$ cat src/rtl/hsl2rgb_pkg.sv
// Shared types, constants and helper functions for the HSL to RGB converter.
`default_nettype none

package hsl2rgb_pkg;

  // Field widths
  localparam int HUE_W  = 9;
  localparam int PCT_W  = 7;
  localparam int BYTE_W = 8;
  localparam int NUM_W  = 15;  // numerators over 10000, up to 20000
  localparam int RAMP_W = 6;   // ramp position 0..60

  // Percent limits
  localparam logic [PCT_W-1:0] PCT_MAX  = 7'd100;
  localparam logic [PCT_W-1:0] PCT_HALF = 7'd50;

  // Degree breakpoints
  localparam logic [HUE_W:0]   DEG_FULL   = 10'd360;
  localparam logic [HUE_W:0]   DEG_RED    = 10'd120;
  localparam logic [HUE_W:0]   DEG_BLUE   = 10'd240;
  localparam logic [HUE_W-1:0] DEG_SIXTH  = 9'd60;
  localparam logic [HUE_W-1:0] DEG_HALF   = 9'd180;
  localparam logic [HUE_W-1:0] DEG_TWO3   = 9'd240;

  // Ramp positions of the three channels
  typedef struct packed {
    logic [RAMP_W-1:0] r;
    logic [RAMP_W-1:0] g;
    logic [RAMP_W-1:0] b;
  } ramp_t;

  // Grey bypass: flag and truncated level
  typedef struct packed {
    logic              grey;
    logic [BYTE_W-1:0] level;
  } grey_t;

  // Map a phase in degrees to its ramp position k (0..60)
  function automatic logic [RAMP_W-1:0] ramp_of(input logic [HUE_W-1:0] d);
    logic [HUE_W-1:0] down;
    logic [RAMP_W-1:0] k;
    down = DEG_TWO3 - d;
    if (d < DEG_SIXTH) begin
      k = d[RAMP_W-1:0];
    end else if (d < DEG_HALF) begin
      k = DEG_SIXTH[RAMP_W-1:0];
    end else if (d < DEG_TWO3) begin
      k = down[RAMP_W-1:0];
    end else begin
      k = '0;
    end
    return k;
  endfunction

  // floor(l * 255 / 100) = floor(floor(l * 51 / 4) / 5), the /5 by reciprocal
  function automatic logic [BYTE_W-1:0] grey_level(input logic [PCT_W-1:0] l);
    logic [12:0] l51;
    logic [10:0] x;
    logic [24:0] prod;
    l51  = 13'(l) * 13'd51;
    x    = l51[12:2];
    prod = 25'(x) * 25'd13108;
    return prod[23:16];
  endfunction

endpackage

`default_nettype wire

$ cat src/rtl/hsl_to_rgb_converter_core.sv
// Throughput: one item per clock; a stalled output freezes the whole pipeline.
// The pipeline runs front (1), fraction conversion (2), channel blend (3), output (1).
// Reset clears the valid bits only; payload registers are not reset.
`default_nettype none

module hsl_to_rgb_converter_core
  import hsl2rgb_pkg::*;
#(
  parameter int FRAC_BITS = 16
) (
  input  wire logic        clk,
  input  wire logic        rst,
  input  wire logic        s_tvalid,
  output logic             s_tready,
  input  wire logic [23:0] s_tdata,   // hue_degrees[8:0], saturation_pct[15:9],
                                      // lightness_pct[22:16], zero pad
  output logic             m_tvalid,
  input  wire logic        m_tready,
  output logic      [23:0] m_tdata    // red[7:0], green[15:8], blue[23:16]
);

  localparam int STAGES   = 7;
  localparam int GREY_DLY = 5;
  localparam int RAMP_DLY = 2;

  logic [STAGES-1:0]    vld;
  logic                 en;
  logic [NUM_W-1:0]     qnum;
  logic [NUM_W-1:0]     pnum;
  ramp_t                ramp_s1;
  grey_t                grey_s1;
  ramp_t                ramp_dly [RAMP_DLY];
  grey_t                grey_dly [GREY_DLY];
  logic [FRAC_BITS+1:0] q;
  logic [FRAC_BITS+1:0] p;
  logic [BYTE_W-1:0]    red;
  logic [BYTE_W-1:0]    green;
  logic [BYTE_W-1:0]    blue;

  // Advance whenever the output register is free or being taken; refuse items in reset
  assign en       = !vld[STAGES-1] || m_tready;
  assign s_tready = en && !rst;
  assign m_tvalid = vld[STAGES-1];

  // Shift valid bits with the data
  always_ff @(posedge clk) begin
    if (rst) begin
      vld <= '0;
    end else if (en) begin
      vld <= {vld[STAGES-2:0], s_tvalid};
    end
  end

  hsl2rgb_front u_front (
    .clk            (clk),
    .en             (en),
    .hue_degrees    (s_tdata[8:0]),
    .saturation_pct (s_tdata[15:9]),
    .lightness_pct  (s_tdata[22:16]),
    .qnum           (qnum),
    .pnum           (pnum),
    .ramp           (ramp_s1),
    .grey           (grey_s1)
  );

  hsl2rgb_frac #(.FRAC_BITS(FRAC_BITS)) u_frac_q (
    .clk  (clk),
    .en   (en),
    .num  (qnum),
    .frac (q)
  );

  hsl2rgb_frac #(.FRAC_BITS(FRAC_BITS)) u_frac_p (
    .clk  (clk),
    .en   (en),
    .num  (pnum),
    .frac (p)
  );

  // Carry ramp positions and the grey bypass alongside
  always_ff @(posedge clk) begin
    if (en) begin
      ramp_dly[0] <= ramp_s1;
      for (int i = 1; i < RAMP_DLY; i++) begin
        ramp_dly[i] <= ramp_dly[i-1];
      end
      grey_dly[0] <= grey_s1;
      for (int i = 1; i < GREY_DLY; i++) begin
        grey_dly[i] <= grey_dly[i-1];
      end
    end
  end

  hsl2rgb_chan #(.FRAC_BITS(FRAC_BITS)) u_chan_r (
    .clk   (clk),
    .en    (en),
    .q     (q),
    .p     (p),
    .ramp  (ramp_dly[RAMP_DLY-1].r),
    .level (red)
  );

  hsl2rgb_chan #(.FRAC_BITS(FRAC_BITS)) u_chan_g (
    .clk   (clk),
    .en    (en),
    .q     (q),
    .p     (p),
    .ramp  (ramp_dly[RAMP_DLY-1].g),
    .level (green)
  );

  hsl2rgb_chan #(.FRAC_BITS(FRAC_BITS)) u_chan_b (
    .clk   (clk),
    .en    (en),
    .q     (q),
    .p     (p),
    .ramp  (ramp_dly[RAMP_DLY-1].b),
    .level (blue)
  );

  // Output register: pick the truncated grey or the three channels
  always_ff @(posedge clk) begin
    if (en) begin
      if (grey_dly[GREY_DLY-1].grey) begin
        m_tdata <= {3{grey_dly[GREY_DLY-1].level}};
      end else begin
        m_tdata <= {blue, green, red};
      end
    end
  end

endmodule

`default_nettype wire

$ cat src/rtl/hsl2rgb_front.sv
// Input stage: clamp percents, reduce hue, form q and p numerators and ramp positions.
`default_nettype none

module hsl2rgb_front
  import hsl2rgb_pkg::*;
(
  input  wire logic             clk,
  input  wire logic             en,
  input  wire logic [HUE_W-1:0] hue_degrees,
  input  wire logic [PCT_W-1:0] saturation_pct,
  input  wire logic [PCT_W-1:0] lightness_pct,
  output logic      [NUM_W-1:0] qnum,
  output logic      [NUM_W-1:0] pnum,
  output ramp_t                 ramp,
  output grey_t                 grey
);

  logic [PCT_W-1:0] s_c;
  logic [PCT_W-1:0] l_c;
  logic [HUE_W-1:0] h_mod;
  logic [HUE_W:0]   sum_r;
  logic [HUE_W:0]   sum_b;
  logic [HUE_W-1:0] d_r;
  logic [HUE_W-1:0] d_b;
  logic [NUM_W-1:0] ls;
  logic [NUM_W-1:0] qnum_next;
  logic [NUM_W-1:0] pnum_next;

  // Saturate percents and wrap hue
  always_comb begin
    s_c   = (saturation_pct > PCT_MAX) ? PCT_MAX : saturation_pct;
    l_c   = (lightness_pct > PCT_MAX) ? PCT_MAX : lightness_pct;
    h_mod = ({1'b0, hue_degrees} >= DEG_FULL) ?
            HUE_W'({1'b0, hue_degrees} - DEG_FULL) : hue_degrees;
  end

  // Phases of red and blue, wrapped into 0..359
  always_comb begin
    sum_r = {1'b0, h_mod} + DEG_RED;
    sum_b = {1'b0, h_mod} + DEG_BLUE;
    d_r   = (sum_r >= DEG_FULL) ? HUE_W'(sum_r - DEG_FULL) : sum_r[HUE_W-1:0];
    d_b   = (sum_b >= DEG_FULL) ? HUE_W'(sum_b - DEG_FULL) : sum_b[HUE_W-1:0];
  end

  // Numerators of q and p over 10000
  always_comb begin
    ls = NUM_W'(l_c) * NUM_W'(s_c);
    if (l_c >= PCT_HALF) begin
      qnum_next = NUM_W'(l_c) * NUM_W'(100) + NUM_W'(s_c) * NUM_W'(100) - ls;
    end else begin
      qnum_next = NUM_W'(l_c) * (NUM_W'(100) + NUM_W'(s_c));
    end
    pnum_next = NUM_W'(l_c) * NUM_W'(200) - qnum_next;
  end

  // Register the stage
  always_ff @(posedge clk) begin
    if (en) begin
      qnum       <= qnum_next;
      pnum       <= pnum_next;
      ramp.r     <= ramp_of(d_r);
      ramp.g     <= ramp_of(h_mod);
      ramp.b     <= ramp_of(d_b);
      grey.grey  <= (hue_degrees == '0) && (s_c == '0);
      grey.level <= grey_level(l_c);
    end
  end

endmodule

`default_nettype wire

$ cat src/rtl/hsl2rgb_frac.sv
// Two-stage conversion of a numerator over 10000 to an unsigned fixed-point fraction.
`default_nettype none

module hsl2rgb_frac
  import hsl2rgb_pkg::*;
#(
  parameter int FRAC_BITS = 16
) (
  input  wire logic               clk,
  input  wire logic               en,
  input  wire logic [NUM_W-1:0]   num,
  output logic [FRAC_BITS+1:0]    frac
);

  localparam int FW = FRAC_BITS + 2;
  localparam int SH = NUM_W;
  localparam int PW = NUM_W + FW;
  localparam int RW = FRAC_BITS + NUM_W + 2;
  localparam longint unsigned RECIP = (64'd1 << (FRAC_BITS + SH)) / 64'd10000;
  localparam logic [FW-1:0] RECIP_C = FW'(RECIP);
  localparam logic [RW-1:0] DEN     = RW'(10000);
  localparam logic [RW-1:0] HALF    = RW'(5000);
  localparam logic [RW-1:0] TWO_DEN = RW'(20000);

  logic [PW-1:0]    prod;
  logic [NUM_W-1:0] num_s2;
  logic [FW-1:0]    est;
  logic [RW-1:0]    rem;

  // Estimate the quotient by reciprocal multiply, low by at most one
  always_ff @(posedge clk) begin
    if (en) begin
      prod   <= PW'(num) * PW'(RECIP_C);
      num_s2 <= num;
    end
  end

  // Correct the estimate from the remainder, rounding halves up
  always_comb begin
    est = prod[PW-1:SH];
    rem = (RW'(num_s2) << FRAC_BITS) + HALF - RW'(est) * DEN;
  end

  always_ff @(posedge clk) begin
    if (en) begin
      frac <= est + FW'(rem >= DEN) + FW'(rem >= TWO_DEN);
    end
  end

endmodule

`default_nettype wire

$ cat src/rtl/hsl2rgb_chan.sv
// One color channel: blend p and q along the ramp, scale to a rounded byte.
`default_nettype none

module hsl2rgb_chan
  import hsl2rgb_pkg::*;
#(
  parameter int FRAC_BITS = 16
) (
  input  wire logic                 clk,
  input  wire logic                 en,
  input  wire logic [FRAC_BITS+1:0] q,
  input  wire logic [FRAC_BITS+1:0] p,
  input  wire logic [RAMP_W-1:0]    ramp,
  output logic      [BYTE_W-1:0]    level
);

  localparam int FW = FRAC_BITS + 2;
  localparam int TW = FRAC_BITS + 9;
  localparam int SW = FRAC_BITS + 17;
  localparam int WW = 12;
  localparam logic [SW-1:0] ROUND_C = SW'(30) << FRAC_BITS;

  logic [FW-1:0]     pc;
  logic [FW-1:0]     base_p;
  logic [FW-1:0]     diff;
  logic [RAMP_W-1:0] ramp_a;
  logic [TW-1:0]     t;
  logic [SW-1:0]     scaled;
  logic [WW-1:0]     w;
  logic [24:0]       recip_prod;

  // Clamp p to q and take the swing
  always_comb begin
    pc = (p > q) ? q : p;
  end

  always_ff @(posedge clk) begin
    if (en) begin
      base_p <= pc;
      diff   <= q - pc;
      ramp_a <= ramp;
    end
  end

  // Blend: p*60 + (q - p)*k
  always_ff @(posedge clk) begin
    if (en) begin
      t <= TW'(base_p) * TW'(60) + TW'(diff) * TW'(ramp_a);
    end
  end

  // Scale by 255, add half of 60*2^F, drop the power-of-two part of the divisor
  always_comb begin
    scaled = SW'(t) * SW'(255) + ROUND_C;
  end

  always_ff @(posedge clk) begin
    if (en) begin
      w <= scaled[FRAC_BITS+WW+1:FRAC_BITS+2];
    end
  end

  // Divide by 15 through reciprocal and clamp
  always_comb begin
    recip_prod = 25'(w) * 25'd4370;
    level      = recip_prod[24] ? '1 : recip_prod[23:16];
  end

endmodule

`default_nettype wire

$ cat config.mk
export PLATFORM = sky130hd
export DESIGN_NAME = hsl_to_rgb_converter_core
export DESIGN_NICKNAME = d
export VERILOG_FILES = /design/src/rtl/hsl2rgb_pkg.sv /design/src/rtl/hsl_to_rgb_converter_core.sv /design/src/rtl/hsl2rgb_front.sv /design/src/rtl/hsl2rgb_frac.sv /design/src/rtl/hsl2rgb_chan.sv
export SDC_FILE = /design/constraint.sdc
export NUM_CORES = 2
export LEC_CHECK = 0
export BUFFER_PORTS_ARGS = -buffer_cell sky130_fd_sc_hd__buf_2
export CAP_MARGIN = 10
export CORE_UTILIZATION = 55
export DETAILED_ROUTE_END_ITERATION = 7
export PLACE_DENSITY = 0.8
export SYNTH_ARGS = -nofsm -noshare
export SYNTH_HDL_FRONTEND = slang
export SYNTH_SLANG_ARGS = --single-unit
$ cat constraint.sdc
create_clock -name clk -period 11.15 [get_ports clk]
set_input_delay 0.5575 -clock clk [delete_from_list [all_inputs] [get_ports clk]]
set_output_delay 0.5575 -clock clk [all_outputs]
set_load 0.05 [all_outputs]
Word-level counts from Yosys, hierarchy flattened. Memory sizes are Yosys's and may differ from the RTL's. A register that Yosys moved wholly into a read port is not among the register bits. Index checks and enable logic that the tools add are counted.

Bits in registers: 363. Input port bits: 28. Memories kept: 2. RAM bits: 81. Output and inout bits: 26.

Memories: grey_dly (depth 5, width 9, read ports 5, clocked after memory_dff 0, wr ports 5, RTL line hsl_to_rgb_converter_core.sv:33) `grey_t grey_dly [GREY_DLY];`; ramp_dly (depth 2, width 18, read ports 2, clocked after memory_dff 1, wr ports 2, RTL line hsl_to_rgb_converter_core.sv:32) `ramp_t ramp_dly [RAMP_DLY];`.

Add/sub/neg operators: 27. Reductions and logical operators: 7. $mul: 21. Muxes and demuxes: 22. $lt $le $gt $ge: 20.

Operators with widths (count): adder 30 x 21 -> 30 bit (second input constant) (3); multiplier 25 x 8 -> 30 bit (second input constant) (3); adder 24 x 24 -> 25 bit (3); adder 18 x 1 -> 18 bit (4); multiplier 12 x 12 -> 24 bit (second input constant) (3); multiplier 18 x 6 -> 24 bit (3); >= comparator 33 x 14 -> 1 bit (second input constant) (2); >= comparator 33 x 15 -> 1 bit (second input constant) (2); subtractor 33 x 32 -> 33 bit (2); adder 31 x 13 -> 32 bit (second input constant) (2); multiplier 15 x 16 -> 31 bit (second input constant) (2); multiplier 18 x 10 -> 28 bit (second input constant) (2); less-than comparator 9 x 8 -> 1 bit (second input constant) (6); two-way mux 6 bit (9); multiplier 7 x 5 -> 12 bit (second input constant) (3); less-than comparator 9 x 6 -> 1 bit (second input constant) (3); two-way mux 9 bit (3); subtractor 9 bit (second input constant) (3); two-way mux 24 bit (1); two-way mux 8 bit (3); multiplier 11 x 12 -> 22 bit (second input constant) (1); multiplier 18 x 4 -> 22 bit (second input constant) (1); >= comparator 10 x 9 -> 1 bit (second input constant) (2); greater-than comparator 18 bit (1); 23 further kinds (30).

Longest topological paths before layout.
Depth in word-level cells: 9. Gate-level depth with buffers: 40.

By module. Synthesis repeated with hierarchy kept, for this count alone.

Cells, all modules: 8057. Area, all modules: 80991.4 µm².

Modules (own cells, without submodules): hsl2rgb_chan at u_chan_g ... (times used 2, cells an instance 1427, sequential area each 2372.3 µm², area an instance 14442.6 µm²); hsl2rgb_chan at u_chan_b (times used 1, cells an instance 1519, sequential area each 2372.3 µm², area an instance 14964.4 µm²); hsl2rgb_front (times used 1, cells an instance 1320, sequential area each 1681.6 µm², area an instance 12210.5 µm²); hsl2rgb_frac at u_frac_q (times used 1, cells an instance 1109, sequential area each 1531.5 µm², area an instance 10735.3 µm²); hsl2rgb_frac at u_frac_p (times used 1, cells an instance 1065, sequential area each 1531.5 µm², area an instance 10502.6 µm²); hsl_to_rgb_converter_core (times used 1, cells an instance 190, sequential area each 3293.2 µm², area an instance 3693.5 µm²).

Least setup slack after synthesis. No wires, ideal clock.

Path type: reg2reg. From: reg vld[6]. To: mem grey_dly[0][0] (netlist bit), enable pin. Data arrival time: 9.119 ns. Slack: 1.255 ns. Clock period less this slack: 9.895 ns. Cell stages (with the launch flop): 4. Path through: dfxtp_1 -> nor2b_1 -> clkbuf_1 -> inv_1.

RTL lines: start: declaration (RTL line hsl_to_rgb_converter_core.sv:26) `logic [STAGES-1:0] vld;`; start signal: assignment (RTL line hsl_to_rgb_converter_core.sv:50) `vld <= {vld[STAGES-2:0], s_tvalid};`; end: declaration (RTL line hsl_to_rgb_converter_core.sv:33).

Final worst setup path.
From: reg u_frac_q.prod[18]. To: reg u_frac_q.frac[14] (data pin).

Cells in the longest elaborated chain, start to end: 5. Elaborated cells on any way between the ends: 6. Classes of those cells: add/sub: 3; mul: 1; order compare: 2.

Ends and longest elaborated chain: start: declaration (RTL line hsl2rgb_frac.sv:25) `logic [PW-1:0] prod;`; start signal: assignment (RTL line hsl2rgb_frac.sv:33) `prod <= PW'(num) * PW'(RECIP_C);`; multiplier 18 x 10 -> 28 bit (RTL line hsl2rgb_frac.sv:41) `rem = (RW'(num_s2) << FRAC_BITS) + HALF - RW'(est) * DEN;`; subtractor 33 x 32 -> 33 bit (RTL line hsl2rgb_frac.sv:41); >= comparator 33 x 14 -> 1 bit (RTL line hsl2rgb_frac.sv:46) `frac <= est + FW'(rem >= DEN) + FW'(rem >= TWO_DEN);`; adder 18 x 1 -> 18 bit (RTL line hsl2rgb_frac.sv:46); adder 18 x 1 -> 18 bit (*) (RTL line hsl2rgb_frac.sv:46); end signal: assignment (RTL line hsl2rgb_frac.sv:46); end: declaration (RTL line hsl2rgb_frac.sv:12) `output logic [FRAC_BITS+1:0] frac`.

Mark *: on every way between the ends. The rest lies on a longest branch, timed or not. A chain may end at the register's enable or synchronous reset.

==> results.cfg <==
[setup_path]
cpLargestDelayFamily = adder cells
cp_common_cell = ha_1
r2r_slack_ps = 1850
crit_slowest_cell = or4_1
critPathMaxStageDelay_ps = 610
required_ps = 11550
start_kind = register
cp_num_buf_inv = 5
reg2reg_to = u_frac_q.frac[14]$_DFFE_PN_
cp_max_fo = 9
worst-setup-path-type = reg -> reg
setup.worst_path.start = u_frac_q.prod[18]$_DFFE_PN_
r2r_cells = 36
endpoint_kind = register
timing.rr.start = u_frac_q.prod[18]$_DFFE_PN_
worst_ep_arrival_time_ps = 9700

[layout]
final_nets = 9301
drive_gt1_share_pct = 3.27
multi_input_area_um2 = 51200
seqCellArea_um2 = 13000
n_fill_cell = 10280
utilization_pct = 58.5
final_cell_mix = 1687 x inv_1, 1225 x ha_1, 1024 x fa_1, 490 x nand2_1, 427 x edfxtp_1
final_common_cell = inv_1
area_growth_pct = 5.34

[drt]
via_per_inst = 5.50
wl_per_cell_um = 17.1
drtIter0Drc = 2622
drt-total-wl_mm = 149
drc = 0
vias = 48039
drtPass1Iterations = 5
ant_nets = 0

[placed_design]
dpl.hpwl_mm = 124
gp_congestion = 0.933
port_buffers = 52
post-place-ws_ps = 1590

[die]
ios = 54
core_um2 = 128000
dieHeight_um = 361
initial_core_util_pct = 55.5
die_w_um = 361
die-area_um2 = 130000
fp-row-count = 131

[clock_network]
clockBufferDepth = 3
cts_tree = done
cts_sinks = 434
post_cts_buffers = 0
cts_buffers = 53
insertion_delay_ps = 710
cts_resized = 0
cts.clk_slew.worst_paths_ps = 60
root_buffer = clkbuf_16
holdBufCountCts = 0
h-tree-depth = 2

[grt]
grt_pass1_vias = 51591
antenna_found_initial = 2
grtUsageTotal_pct = 23.5
grt_pass1_wl_mm = 250
grt_max_degree = 169
grt_remaining_overflow = 0

[worst_hold_path]
min_from = s_tvalid
holdPathEnd = vld[0]$_SDFFE_PP0N_
holdPathStages = 3
hold_class = in -> reg

[timing]
relSlewSlack_pct = 23.8
min_period_ps = 9300
clock.fmax_mhz = 107
hold_ws_ps = 137
fin_worst_skew_ps = 73.8
setup_viol = 0
rsz0062_at_grt = no
layout_setup_ws_ps = 1850
finalMaxSlewViolations = 0
post-route-period-util_pct = 83.5
hold_viol = 0
final.setup.tns_ps = 0
worst_pin_slew_ps = 1140

[flow_run]
drv_cap = 0

[outcome]
status = completed

[logic_synthesis]
ys.flop_type = edfxtp_1
synth_area_per_cell_um2 = 10.1
synthesis.nets = 9286
syn_area_um2 = 70900
ys_ff_latch = 434
yosysUniqueCellTypes = 103
async_flop_share_pct = 0
yosys_warnings = 0
synth_cells = 7009
synth-edff-count = 427
ys_seq_area_share_pct = 18.3
-- cell type report --
class,count,area share [%]
multi-input combinational,4782,68.6
sequential,434,17.4
inverter,1693,8.52
tap,1662,2.78
clock buffer,64,1.83
clock inverter,32,0.493
timing repair buffer,60,0.451
antenna,1,0.00335
-- registers in the layout, summed over array words and instances, names as in the netlist, 9 cells and up --
name,cells
u_chan_r.diff,18
grey_dly,45
u_chan_r.base_p,18
u_chan_b.w,12
u_front.ramp,18
ramp_dly,36
u_front.pnum,15
u_chan_r.w,12
u_frac_q.frac,18
u_front.grey,9
u_frac_p.num_s2,14
u_front.qnum,14
u_frac_p.prod,18
m_tdata,24
u_chan_b.t,25
u_chan_g.t,25
u_chan_r.t,25
u_frac_q.num_s2,15
u_frac_p.frac,18
u_chan_g.w,12
u_frac_q.prod,18
-- worst min-delay path, cell delays in order --
cell	delay [ps]
buf_2	100
nand2_1	40
a21oi_1	50
-- Yosys cell counts (29+ instances only) --
cell      number  area [um2]
inv_1       1688        6340
ha_1        1225       15300
fa_1        1024       20500
nand2_1      490        1840
edfxtp_1     427       12800
nor2_1       254         953
a21oi_1      234        1170
xnor2_1      234        2050
o21ai_0      135         676
and2_1       110         688
xor2_1       102         893
clkbuf_1      90         338
a21o_1        86         646
nor3_1        83         415
nand3_1       77         385
nor2b_1       67         419
o21a_1        59         443
nand2b_1      43         269
a31oi_1       39         244
o21bai_1      38         285
and3_1        34         213
or3_1         33         206
a211oi_1      30         225
a21boi_0      30         225
or2_2         29         181
-- per-layer routing --
| layer | global-route usage, % | part of all wire, % |
|---|---|---|
| met4 | 10.4 | 4.8 |
| met3 | 2.93 | 4.8 |
| met1 | 28.3 | 40 |
| met2 | 42.1 | 50 |
| met5 | 0 | 0.018 |
-- per-stage QoR --
step           std cells  instance area [um2]
6_report            8728                74700
5_1_grt             8727                74700
4_1_cts             8727                74700
3_5_place_dp        8631                72900
3_3_place_gp        8630                72900
2_1_floorplan       7009                70900
-- worst max-delay path by stage --
stage | to | slack [ps] | cells after the start
3_3_place_gp | u_front.grey[7]$_DFFE_PN_ | 1670 | 36
5_1_grt | u_frac_q.frac[14]$_DFFE_PN_ | 1120 | 37
2_1_floorplan | grey_dly[0][0]$_DFFE_PN_ | 1250 | 3
3_5_place_dp | u_front.grey[7]$_DFFE_PN_ | 1590 | 36
4_1_cts | u_frac_q.frac[14]$_DFFE_PN_ | 1900 | 36
6_report | u_frac_q.frac[14]$_DFFE_PN_ | 1850 | 36
-- cells by family (layout without fill, tap and decap cells) --
logic type | count (synthesis) | count (layout) | share of synthesized area [%]
DFF | 434 | 434 | 18.3
adders and majority gates | 2249 | 2249 | 50.5
buffers and inverters | 1793 | 1849 | 9.50
AOI/OAI and AO/OA | 849 | 849 | 8.06
other | 0 | 1 | 0
and+or+nand+nor | 1303 | 1303 | 8.76
xor gates and xnor gates | 340 | 340 | 4.25
muxes | 41 | 41 | 0.607
Power is not shown: default switching activity piles up to over one toggle a cycle in this logic, so the estimate is an artifact.
